### src/sv/rc4_pkg.sv
// Shared types, codes and control store for the RC4 stream cipher engine.
// Depends on nothing; used by the engine and its checker.
package rc4_pkg;

  localparam int KEY_DEPTH_DEF = 256;
  localparam int PERM_SIZE     = 256;
  localparam int LEN_W         = 9;

  localparam logic [LEN_W-1:0] KEY_LEN_RESET = LEN_W'(16);
  localparam logic [LEN_W-1:0] KEY_LEN_MIN   = LEN_W'(3);

  localparam logic [1:0] CMD_LOAD     = 2'd0;
  localparam logic [1:0] CMD_SCHEDULE = 2'd1;
  localparam logic [1:0] CMD_ENCRYPT  = 2'd2;

  localparam logic [1:0] KIND_CIPHER    = 2'd0;
  localparam logic [1:0] KIND_DONE      = 2'd1;
  localparam logic [1:0] KIND_NOT_KEYED = 2'd2;

  typedef struct packed {
    logic [1:0] command;
    logic [7:0] key_index;
    logic [7:0] data_byte;
  } cmd_item_t;

  typedef struct packed {
    logic [1:0] result_kind;
    logic [7:0] keystream_byte;
    logic [7:0] cipher_byte;
  } result_item_t;

  typedef enum logic [3:0] {
    ST_IDLE, ST_LOAD, ST_NOKEY, ST_INIT,
    ST_K0, ST_K1, ST_K2, ST_K3, ST_KEND,
    ST_E0, ST_E1, ST_E2, ST_E3, ST_E4
  } step_t;

  typedef enum logic [2:0] {RA_NONE, RA_I, RA_I_NEXT, RA_J_NEXT, RA_SUM} ra_t;
  typedef enum logic [1:0] {WR_NONE, WR_I_IDX, WR_I_Q, WR_J_A} wr_t;
  typedef enum logic [1:0] {J_HOLD, J_KSA, J_PRGA, J_CLEAR} jsel_t;
  typedef enum logic [1:0] {EM_NONE, EM_DONE, EM_CIPHER, EM_NOKEY} emit_t;
  typedef enum logic [1:0] {JMP_NEXT, JMP_DISPATCH, JMP_LOOP, JMP_IDLE} jmp_t;

  typedef struct packed {
    ra_t   ra;
    wr_t   wr;
    jsel_t jsel;
    logic  i_inc;
    logic  a_load;
    logic  b_load;
    logic  key_rd;
    logic  key_we;
    logic  kpos_clr;
    logic  kpos_adv;
    logic  set_keyed;
    emit_t emit;
    jmp_t  jmp;
    step_t target;
  } ucode_t;

  function automatic ucode_t ucode_rom(step_t s);
    ucode_t u;
    u = '0;
    case (s)
      ST_IDLE: begin
        u.jmp = JMP_DISPATCH;
      end
      ST_LOAD: begin
        u.key_we = 1'b1;
        u.jmp    = JMP_IDLE;
      end
      ST_NOKEY: begin
        u.emit = EM_NOKEY;
        u.jmp  = JMP_IDLE;
      end
      ST_INIT: begin
        u.wr       = WR_I_IDX;
        u.i_inc    = 1'b1;
        u.kpos_clr = 1'b1;
        u.jsel     = J_CLEAR;
        u.jmp      = JMP_LOOP;
        u.target   = ST_INIT;
      end
      ST_K0: begin
        u.ra     = RA_I;
        u.key_rd = 1'b1;
      end
      ST_K1: begin
        u.a_load = 1'b1;
        u.jsel   = J_KSA;
        u.ra     = RA_J_NEXT;
      end
      ST_K2: begin
        u.wr = WR_I_Q;
      end
      ST_K3: begin
        u.wr       = WR_J_A;
        u.i_inc    = 1'b1;
        u.kpos_adv = 1'b1;
        u.jmp      = JMP_LOOP;
        u.target   = ST_K0;
      end
      ST_KEND: begin
        u.jsel      = J_CLEAR;
        u.set_keyed = 1'b1;
        u.emit      = EM_DONE;
        u.jmp       = JMP_IDLE;
      end
      ST_E0: begin
        u.ra    = RA_I_NEXT;
        u.i_inc = 1'b1;
      end
      ST_E1: begin
        u.a_load = 1'b1;
        u.jsel   = J_PRGA;
        u.ra     = RA_J_NEXT;
      end
      ST_E2: begin
        u.wr     = WR_I_Q;
        u.b_load = 1'b1;
      end
      ST_E3: begin
        u.wr = WR_J_A;
        u.ra = RA_SUM;
      end
      ST_E4: begin
        u.emit = EM_CIPHER;
        u.jmp  = JMP_IDLE;
      end
      default: begin
        u.jmp = JMP_IDLE;
      end
    endcase
    return u;
  endfunction

endpackage

### src/sv/rc4_stream_cipher.sv
// RC4 stream cipher engine: microcoded sequencer over permutation and key memories.
// Depends on rc4_pkg for item types, codes and the control store.
//
// One command per input transfer. A key load gives no result.
// A key schedule first sets the identity permutation, then runs each schedule
// step as dependent accesses over the one read port and one write port of the
// permutation memory (read S[i], read S[j], write S[i], write S[j]). An encrypt
// registers its result after three dependent permutation reads and two writes.
// An encrypt before any schedule returns a not-keyed result.
// A finished result waits in an output register while the next command is taken.
module rc4_stream_cipher
  import rc4_pkg::*;
#(
  parameter int KEY_DEPTH = KEY_DEPTH_DEF
) (
  input  logic               clk,
  input  logic               rst,
  input  logic               cfg_valid,
  output logic               cfg_ready,
  input  logic [LEN_W-1:0]   cfg_data,
  input  logic               in_valid,
  output logic               in_ready,
  input  cmd_item_t          in_data,
  output logic               out_valid,
  input  logic               out_ready,
  output result_item_t       out_data
);

  localparam int KW = $clog2(KEY_DEPTH);
  localparam logic [LEN_W-1:0] DEPTH_LEN = LEN_W'(KEY_DEPTH);

  step_t           pc, pc_next;
  ucode_t          uw;
  cmd_item_t       cmd_q;
  logic            keyed;
  logic [7:0]      i, j, j_next, a, b;
  logic [KW-1:0]   kpos;
  logic [7:0]      key_q;
  logic [LEN_W-1:0] key_length, eff_len;
  logic            accept, stall, go;

  logic [7:0]      perm_mem [PERM_SIZE];
  logic [7:0]      key_mem  [KEY_DEPTH];
  logic [7:0]      perm_rd_q, byp_data, perm_out;
  logic            byp_hit;
  logic [7:0]      perm_ra, perm_wa, perm_wd;
  logic            perm_re, perm_we, key_wr, kpos_wrap;

  assign uw        = ucode_rom(pc);
  assign in_ready  = (pc == ST_IDLE);
  assign cfg_ready = 1'b1;
  assign accept    = in_valid && in_ready;
  assign stall     = (uw.emit != EM_NONE) && out_valid && !out_ready;
  assign go        = !stall;

  always_comb begin
    if (key_length < KEY_LEN_MIN) begin
      eff_len = KEY_LEN_MIN;
    end else if (key_length > DEPTH_LEN) begin
      eff_len = DEPTH_LEN;
    end else begin
      eff_len = key_length;
    end
  end

  assign kpos_wrap = (LEN_W'(kpos) + LEN_W'(1)) >= eff_len;
  assign perm_out  = byp_hit ? byp_data : perm_rd_q;

  always_comb begin
    pc_next = pc;
    if (go) begin
      case (uw.jmp)
        JMP_NEXT: begin
          pc_next = step_t'(4'(pc + 4'd1));
        end
        JMP_DISPATCH: begin
          if (accept) begin
            case (in_data.command)
              CMD_LOAD:     pc_next = ST_LOAD;
              CMD_SCHEDULE: pc_next = ST_INIT;
              CMD_ENCRYPT:  pc_next = keyed ? ST_E0 : ST_NOKEY;
              default:      pc_next = ST_IDLE;
            endcase
          end
        end
        JMP_LOOP: begin
          pc_next = (i != 8'hFF) ? uw.target : step_t'(4'(pc + 4'd1));
        end
        JMP_IDLE: begin
          pc_next = ST_IDLE;
        end
        default: begin
          pc_next = ST_IDLE;
        end
      endcase
    end
  end

  always_comb begin
    case (uw.jsel)
      J_KSA:   j_next = j + perm_out + key_q;
      J_PRGA:  j_next = j + perm_out;
      J_CLEAR: j_next = 8'd0;
      default: j_next = j;
    endcase
  end

  always_comb begin
    case (uw.ra)
      RA_I:      perm_ra = i;
      RA_I_NEXT: perm_ra = i + 8'd1;
      RA_J_NEXT: perm_ra = j_next;
      RA_SUM:    perm_ra = a + b;
      default:   perm_ra = i;
    endcase
    case (uw.wr)
      WR_I_IDX: begin
        perm_wa = i;
        perm_wd = i;
      end
      WR_I_Q: begin
        perm_wa = i;
        perm_wd = perm_out;
      end
      WR_J_A: begin
        perm_wa = j;
        perm_wd = a;
      end
      default: begin
        perm_wa = i;
        perm_wd = i;
      end
    endcase
  end

  assign perm_re = go && (uw.ra != RA_NONE);
  assign perm_we = go && (uw.wr != WR_NONE);
  assign key_wr  = go && uw.key_we && ({1'b0, cmd_q.key_index} < DEPTH_LEN);

  always_ff @(posedge clk) begin
    if (perm_we) begin
      perm_mem[perm_wa] <= perm_wd;
    end
    if (perm_re) begin
      perm_rd_q <= perm_mem[perm_ra];
      byp_hit   <= perm_we && (perm_wa == perm_ra);
      byp_data  <= perm_wd;
    end
  end

  always_ff @(posedge clk) begin
    if (key_wr) begin
      key_mem[cmd_q.key_index[KW-1:0]] <= cmd_q.data_byte;
    end
    if (go && uw.key_rd) begin
      key_q <= key_mem[kpos];
    end
  end

  always_ff @(posedge clk) begin
    if (rst) begin
      pc         <= ST_IDLE;
      keyed      <= 1'b0;
      i          <= 8'd0;
      j          <= 8'd0;
      out_valid  <= 1'b0;
      key_length <= KEY_LEN_RESET;
    end else begin
      pc <= pc_next;
      if (cfg_valid && cfg_ready) begin
        key_length <= cfg_data;
      end
      if (go && uw.i_inc) begin
        i <= i + 8'd1;
      end else if (accept && (in_data.command == CMD_SCHEDULE)) begin
        i <= 8'd0;
      end
      if (go) begin
        j <= j_next;
      end
      if (go && uw.set_keyed) begin
        keyed <= 1'b1;
      end
      if (go && (uw.emit != EM_NONE)) begin
        out_valid <= 1'b1;
      end else if (out_ready) begin
        out_valid <= 1'b0;
      end
    end
  end

  always_ff @(posedge clk) begin
    if (accept) begin
      cmd_q <= in_data;
    end
    if (go && uw.a_load) begin
      a <= perm_out;
    end
    if (go && uw.b_load) begin
      b <= perm_out;
    end
    if (go && uw.kpos_clr) begin
      kpos <= '0;
    end else if (go && uw.kpos_adv) begin
      kpos <= kpos_wrap ? '0 : KW'(kpos + 1'b1);
    end
    if (go) begin
      case (uw.emit)
        EM_DONE: begin
          out_data <= '{result_kind: KIND_DONE, keystream_byte: 8'd0, cipher_byte: 8'd0};
        end
        EM_CIPHER: begin
          out_data <= '{result_kind: KIND_CIPHER, keystream_byte: perm_out,
                        cipher_byte: cmd_q.data_byte ^ perm_out};
        end
        EM_NOKEY: begin
          out_data <= '{result_kind: KIND_NOT_KEYED, keystream_byte: 8'd0,
                        cipher_byte: cmd_q.data_byte};
        end
        default: begin
        end
      endcase
    end
  end

endmodule

### config.mk
export PLATFORM = sky130hd
export DESIGN_NAME = rc4_stream_cipher
export DESIGN_NICKNAME = d
export VERILOG_FILES = /design/src/sv/rc4_pkg.sv /design/src/sv/rc4_stream_cipher.sv
export SDC_FILE = /design/constraint.sdc
export NUM_CORES = 2
export LEC_CHECK = 0
export BUFFER_PORTS_ARGS = -buffer_cell sky130_fd_sc_hd__buf_2
export CAP_MARGIN = 10
export CORE_ASPECT_RATIO = 1.25
export CORE_MARGIN = 1
export CORE_UTILIZATION = 48
export CTS_BUF_LIST = sky130_fd_sc_hd__clkbuf_16
export CTS_CLUSTER_SIZE = 24
export DETAILED_ROUTE_END_ITERATION = 16
export HOLD_SLACK_MARGIN = 0.03
export PLACE_DENSITY = 0.67
export SETUP_SLACK_MARGIN = 0.2
export SLEW_MARGIN = 40
export SYNTH_ARGS = -nofsm -noshare
export SYNTH_HDL_FRONTEND = slang
export SYNTH_SLANG_ARGS = --single-unit
### constraint.sdc
create_clock -name clk -period 6.8 [get_ports clk]
set_input_delay 1.36 -clock clk [delete_from_list [all_inputs] [get_ports clk]]
set_output_delay 1.36 -clock clk [all_outputs]
set_load 0.02 [all_outputs]
-- Word level (Yosys, flattened, before mapping)
Memories as Yosys holds them, arrays and structs flattened. A register that Yosys moved wholly into a read port is not among the register bits.
Index checks and enable logic that the tools add are counted.
- flip-flop bits (word level): 98
- RAM bits: 4096
- input port bits: 32
- output and inout bits: 21
- logic and storage cells: 134
- memories kept: 2
- memories (memory ; depth ; bits a word ; rd ports ; clocked after Yosys merged registers in ; write ports ; RTL line ; text):
    key_mem ; 256 ; 8 ; 1 ; 1 ; 1 ; rc4_stream_cipher.sv:43 ; logic [7:0] key_mem [KEY_DEPTH];
    perm_mem ; 256 ; 8 ; 1 ; 1 ; 1 ; rc4_stream_cipher.sv:42 ; logic [7:0] perm_mem [PERM_SIZE];
- add/sub/neg operators: 7
- order comparisons: 3
- eq/ne operators: 32
- mux-type cells: 36
- bitwise operators: 2
- reduce and logical (&&, ||, !) cells: 36
- operators by type and width (operator ; number):
    case mux 18 bit (3 select lines) ; 1
    case mux 8 bit (3 select lines) ; 2
    two-way mux 8 bit ; 5
    adder 8 bit ; 3
    equality test 4 bit, second input constant ; 6
    case mux 2 bit (3 select lines) ; 4
    equality test 2 bit, second input constant ; 9
    two-way mux 9 bit ; 2
    adder 8 x 1 -> 8 bit, second input constant ; 2
    equality test 4 x 3 -> 1 bit, second input constant ; 4
    logical AND 1 bit ; 16
    case mux 4 bit (4 select lines) ; 1
    case mux 8 bit (2 select lines) ; 1
    two-way mux 1 bit ; 14
    two-way mux 4 bit ; 3
    case mux 3 bit (4 select lines) ; 1
    case mux 4 bit (3 select lines) ; 1
    OR reduction 2 bit ; 5
    adder 8 x 1 -> 9 bit, second input constant ; 1
    >= comparator 9 bit ; 1
    greater-than comparator 9 bit, second input constant ; 1
    less-than comparator 9 x 2 -> 1 bit, second input constant ; 1
    equality test 2 x 1 -> 1 bit, second input constant ; 4
    equality test 4 x 2 -> 1 bit, second input constant ; 2
    18 further kinds ; 26

-- Longest topological paths before layout
- word-level depth: 9
- depth in mapped cells: 23
- gate-level depth less buffers: 19

-- Least setup slack after synthesis
No wires, ideal clock.
- path type: register -> register
- from: register pc[0]
- to: register byp_data[0], data pin
- setup time: 0.867 ns
- data arrival time: 4.902 ns
- required time: 5.933 ns
- slack: 1.031 ns
- cell stages (with the launch flop): 8
- path buffers: 3
- period minus slack after synthesis: 5.769 ns
- path through: dfxtp_1 > ha_1 > clkbuf_1 > nand2_1 > nand2_1 > clkbuf_1 > clkbuf_1 > a221o_1
- longest elaborated chain between the ends: 5
- elaborated cells on any way between the ends: 11
- those cells by class: eq/ne: 7; mux: 2; reduce/logical: 2
- RTL lines (element ; RTL line ; text):
    from (decl) ; rc4_stream_cipher.sv:32 ; step_t pc, pc_next;
    from (signal assigned) ; rc4_stream_cipher.sv:169 ; pc <= pc_next;
    equality test 4 bit / equality test 4 x 3 -> 1 bit (equally long branches) ; rc4_pkg.sv:64 ; case (s)
    OR reduction 2 bit (no source line) ; - ;
    case mux 2 bit (3 select lines) (*) ; rc4_pkg.sv:64 ;
    equality test 2 bit ; rc4_stream_cipher.sv:116 ; case (uw.wr)
    case mux 8 bit (2 select lines) (*) ; rc4_stream_cipher.sv:116 ;
    via perm_wd[0] ; rc4_stream_cipher.sv:46 ; logic [7:0] perm_ra, perm_wa, perm_wd;
    to (signal assigned) ; rc4_stream_cipher.sv:147 ; byp_data <= perm_wd;
    to (decl) ; rc4_stream_cipher.sv:44 ; logic [7:0] perm_rd_q, byp_data, perm_out;
The timed path passes the listed nets; every way through them passes the cells marked *.
A chain may end at the register's enable or synchronous reset.

-- Worst setup path after layout
- from: register byp_hit
- to: register perm_rd_q[0], read port of perm_mem, data pin
- longest elaborated chain between the ends: 5
- RTL lines (element ; RTL line ; text):
    from (decl) ; rc4_stream_cipher.sv:45 ; logic byp_hit;
    from (signal assigned) ; rc4_stream_cipher.sv:146 ; byp_hit <= perm_we && (perm_wa == perm_ra);
    two-way mux 8 bit (*) ; rc4_stream_cipher.sv:67 ; assign perm_out = byp_hit ? byp_data : perm_rd_q;
    via perm_out[4] ; rc4_stream_cipher.sv:44 ;
    adder 8 bit (*) ; rc4_stream_cipher.sv:101, rc4_stream_cipher.sv:102 ;
    adder 8 bit ; rc4_stream_cipher.sv:101 ; J_KSA: j_next = j + perm_out + key_q;
    case mux 8 bit (3 select lines) (*) ; rc4_stream_cipher.sv:100 ; case (uw.jsel)
    case mux 8 bit (3 select lines) (*) ; rc4_stream_cipher.sv:109 ; case (uw.ra)
    to (decl) ; rc4_stream_cipher.sv:44 ;
Marks and branches as above.

==> results.py <==
metrics = {
    "sta": {
        "finClkSkew_ps": 91.0,
        "slew_headroom": 0.341,
        "fin_crit_ps": 6590,
        "tightest_slew_ps": 989,
        "rsz0062_at_grt": "true",
        "finalSetupViolCount": 0,
        "maxSlewViolCount": 0,
        "finalCritPeriodShare": 0.969,
        "hold_violations": 0,
        "clock.fmax_mhz": 152,
    },
    "setup_path": {
        "required_ps": 7500,
        "r2r_start": "byp_hit",
        "end_kind": "flip-flop",
        "crit_fanout": 14,
        "criticalPathCategory": "flip-flop to flip-flop",
        "crit_chain": "buf_4 -> mux2i_1 -> inv_1 -> ha_1 -> inv_1 -> xnor2_1 -> inv_1 -> ha_1 -> o21a_1 -> o32a_1 -> a211oi_4 -> buf_4 -> buf_4 -> nand2_1 -> o22ai_1 -> o41ai_1 -> buf_4 -> o221ai_1 -> o31ai_1",
        "path_common_cell": "buf_4",
        "crit_path_start_kind": "flip-flop",
        "max_stage_delay_ps": 690,
        "cp-startpoint": "byp_hit",
        "critPathSlowestCell": "mux2i_1",
        "critPathArrivalTime_ps": 7290,
    },
    "clocking": {
        "cts_tree": "built",
        "cts_root_buffer": "clkbuf_16",
        "clkTransAtPathRegs_ps": 70,
        "cts_buffers": 408,
        "clockBufferDepth": 4,
        "clk-insertion-delay-late_ps": 1000,
        "cts_sinks": 4210,
        "cts_max_level": 5,
        "hold_buffers": 0,
    },
    "floorplanning": {
        "start_util": 0.482,
        "die_x_um": 529,
        "ios": 53,
        "coreArea_um2": 345000,
        "dieHeight_um": 660,
        "die-area_um2": 349000,
        "num_rows": 241,
    },
    "yosys": {
        "synth_area_leader_cell": "edfxtp_1",
        "syn_inst": 9461,
        "ys_warn_count": 0,
        "synthesis.area_per_instance_um2": 17.6,
        "ys_top_cells_by_area": "edfxtp_1, mux4_2, nand2_1",
        "ys_ff_latch": 4210,
        "synth_edf_count": 4171,
        "ys_types": 96,
        "ys.flop_type": "edfxtp_1",
        "synth_nets": 9532,
        "synth_seq_area_share": 0.757,
        "synth_top_area_frac": 0.753,
        "async_reset_ff_frac": 0,
        "syn_area_um2": 166000,
    },
    "grt": {
        "grt_pass1_wl_mm": 649,
        "grt_use_total": 0.257,
        "antenna_found_initial": 13,
        "first_global_vias": 90400,
        "gr-total-overflow": 0,
        "grt_start_max_net_pins": 204,
    },
    "layout": {
        "syn_to_final_growth_pct": 12.9,
        "final_layout_size_suffix_gt1_frac": 0.199,
        "stdcell_count": 14700,
        "nets": 9788,
    },
    "power": {
        "clock_power_share": 0.383,
        "power_uw": 57700,
        "p_sw_uw": 13500,
        "sw_frac_of_total": 0.234,
        "comb_power_share": 0.119,
        "pwr_density_cell_nw_per_um2": 307,
        "ir_drop_v": 0.000246,
        "p_leak_uw": 0.0605,
        "pwr-share-seq": 0.498,
        "p_int_uw": 44200,
    },
    "min_path": {
        "min_path_type": "flip-flop to flip-flop",
        "holdCritStartpoint": "keyed",
    },
    "outcome": {
        "run_status": "complete, no violations",
    },
    "run": {
        "drv_cap": 0,
    },
    "route": {
        "drt_first_iter_violations": 12100,
        "ant_nets": 0,
        "wl_per_cell_um": 30.8,
        "dr.pass1.iters": 6,
        "drt_wl_total_mm": 453,
        "vias": 91200,
        "vias_per_cell": 6.22,
        "drc": 0,
    },
    "place": {
        "port_buffers": 51,
        "dp_cells": 13900,
        "gp_congestion": 0.952,
        "hpwl_mm": 281,
    },
}
==> worst paths after layout <==
path / slack [ps] / depth (start not counted) / end
min: 500 / 2 / keyed
max: 210 / 19 / perm_rd_q[0]
max reg2reg: 210 / 19 / perm_rd_q[0]
min reg2reg: 500 / 2 / keyed
==> timing repair <==
action / 4_1_cts / 5_1_grt
pin swaps: 0 / 0
endpoints found under the setup margin: 1 / 5
resized for setup: 1 / 2
buffers inserted: 0 / 2
==> layout by cell type, fill, tap and decap left out, drive strengths merged, types with 9 or more instances in the layout <==
| master | instances |
|---|---|
| nor3 | 40 |
| o31ai | 14 |
| o221ai | 13 |
| mux2i | 400 |
| or3 | 12 |
| bufinv | 36 |
| a211oi | 15 |
| xor2 | 18 |
| diode | 12 |
| a32oi | 157 |
| or4 | 9 |
| a311oi | 22 |
| clkinv | 175 |
| nand3 | 426 |
| nand3b | 13 |
| nand2b | 10 |
| nor4 | 21 |
| clkbuf | 415 |
| o21ai | 60 |
| a2111oi | 10 |
| mux4 | 702 |
| nand2 | 1374 |
| and3 | 59 |
| nor2b | 16 |
| nor2 | 636 |
| clkinvlp | 13 |
| a221o | 12 |
| o22ai | 68 |
| dfxtp | 39 |
| a21oi | 152 |
| xnor2 | 23 |
| inv | 131 |
| nand4 | 118 |
| a31oi | 36 |
| buf | 424 |
| ha | 36 |
| a21o | 16 |
| a221oi | 29 |
| a22oi | 20 |
| edfxtp | 4171 |
==> layer usage <==
metal / part of all wire / routed length [µm] / vias up / global-route usage
met5: 0.00017 / 76 / - / 0
met4: 0.067 / 30200 / 10 / 0.150
met3: 0.087 / 39400 / 1135 / 0.0463
met2: 0.49 / 222000 / 4988 / 0.422
met1: 0.36 / 161000 / 47100 / 0.322
li1: - / - / 38000 / -
==> flip-flops by register name, indices dropped and copies added (netlist names), 9 cells and up <==
register / cells
key_mem: 2048
perm_mem: 2048
out_data: 18
cmd_q: 16
key_length: 9
==> power groups by stage <==
stage	Clock, µW	Sequential, µW	Combinational, µW
6_report	22100	28700	6870
2_1_floorplan	0	29400	4460
4_1_cts	22300	28700	6950
5_1_grt	23200	28700	7160
3_5_place_dp	0	29300	6940
3_3_place_gp	0	29400	6730
==> synthesized netlist by cell type (12+ instances only) <==
cell and count:
a21oi_1 149, edfxtp_1 4171, nand2_1 1372, a211oi_1 15, a31oi_1 36, ha_1 36, buf_6 13, nor3_1 38
a221o_1 12, o21ai_0 55, nor4_1 20, a22oi_1 19, or3_1 12, nand3b_1 13, nand3_1 425, buf_1 76
xnor2_1 23, nor2_1 629, nor2b_1 16, nand4_1 117, buf_4 31, o221ai_1 12, xor2_1 18, o31ai_1 13
a32oi_1 157, a21o_1 16, and3_1 59, a221oi_1 27, o22ai_1 68, dfxtp_1 39, clkbuf_1 256, mux2i_1 400
a311oi_1 22, buf_2 203, mux4_2 702, inv_1 23
==> cell type report <==
class / instances / area, µm²
Clock inverter: 331 / 2640
Antenna cell: 12 / 30.0
Fill cell: 26400 / 157000
Tap cell: 4617 / 5780
Timing Repair Buffer: 425 / 4270
Clock buffer: 414 / 10400
Sequential cell: 4210 / 126000
Inverter: 24 / 90.1
Multi-Input combinational cell: 4648 / 38600
==> cells by family after synthesis <==
group / after synthesis / share of synthesized area
flip-flops: 4210 / 0.757
AND/OR/NAND/NOR: 2757 / 0.0708
multiplexers: 1109 / 0.120
AO/OA/AOI/OAI: 701 / 0.0306
buffers and inverters: 603 / 0.0164
XOR/XNOR: 41 / 0.00216
adder cells (fa/ha/maj): 39 / 0.00307
other: 1 / 0.0000225
==> critical path: cells and delay by family, from the launching register on <==
family                     cells  cell delay, ps
and+or+nand+nor                1             200
buffers and inverters          7            1700
adders and majority gates      2             790
xor gates and xnor gates       1             340
muxes                          1             690
AOI/OAI and AO/OA              7            2150
DFF                            1             410
==> stage by stage <==
step	setup WS, ps	TNS, ps	util	area [µm²]	hold slack [ps]
after global routing	168	0	0.544	188000	528
after CTS	329	0	0.543	187000	495
final	213	0	0.545	188000	497
after detailed placement	74.1	0	0.505	174000	486
after global placement	-101	-101	0.503	174000	464
after floorplan	1030	0	-	166000	454
Note: power is estimated with default switching activity, not from simulation.
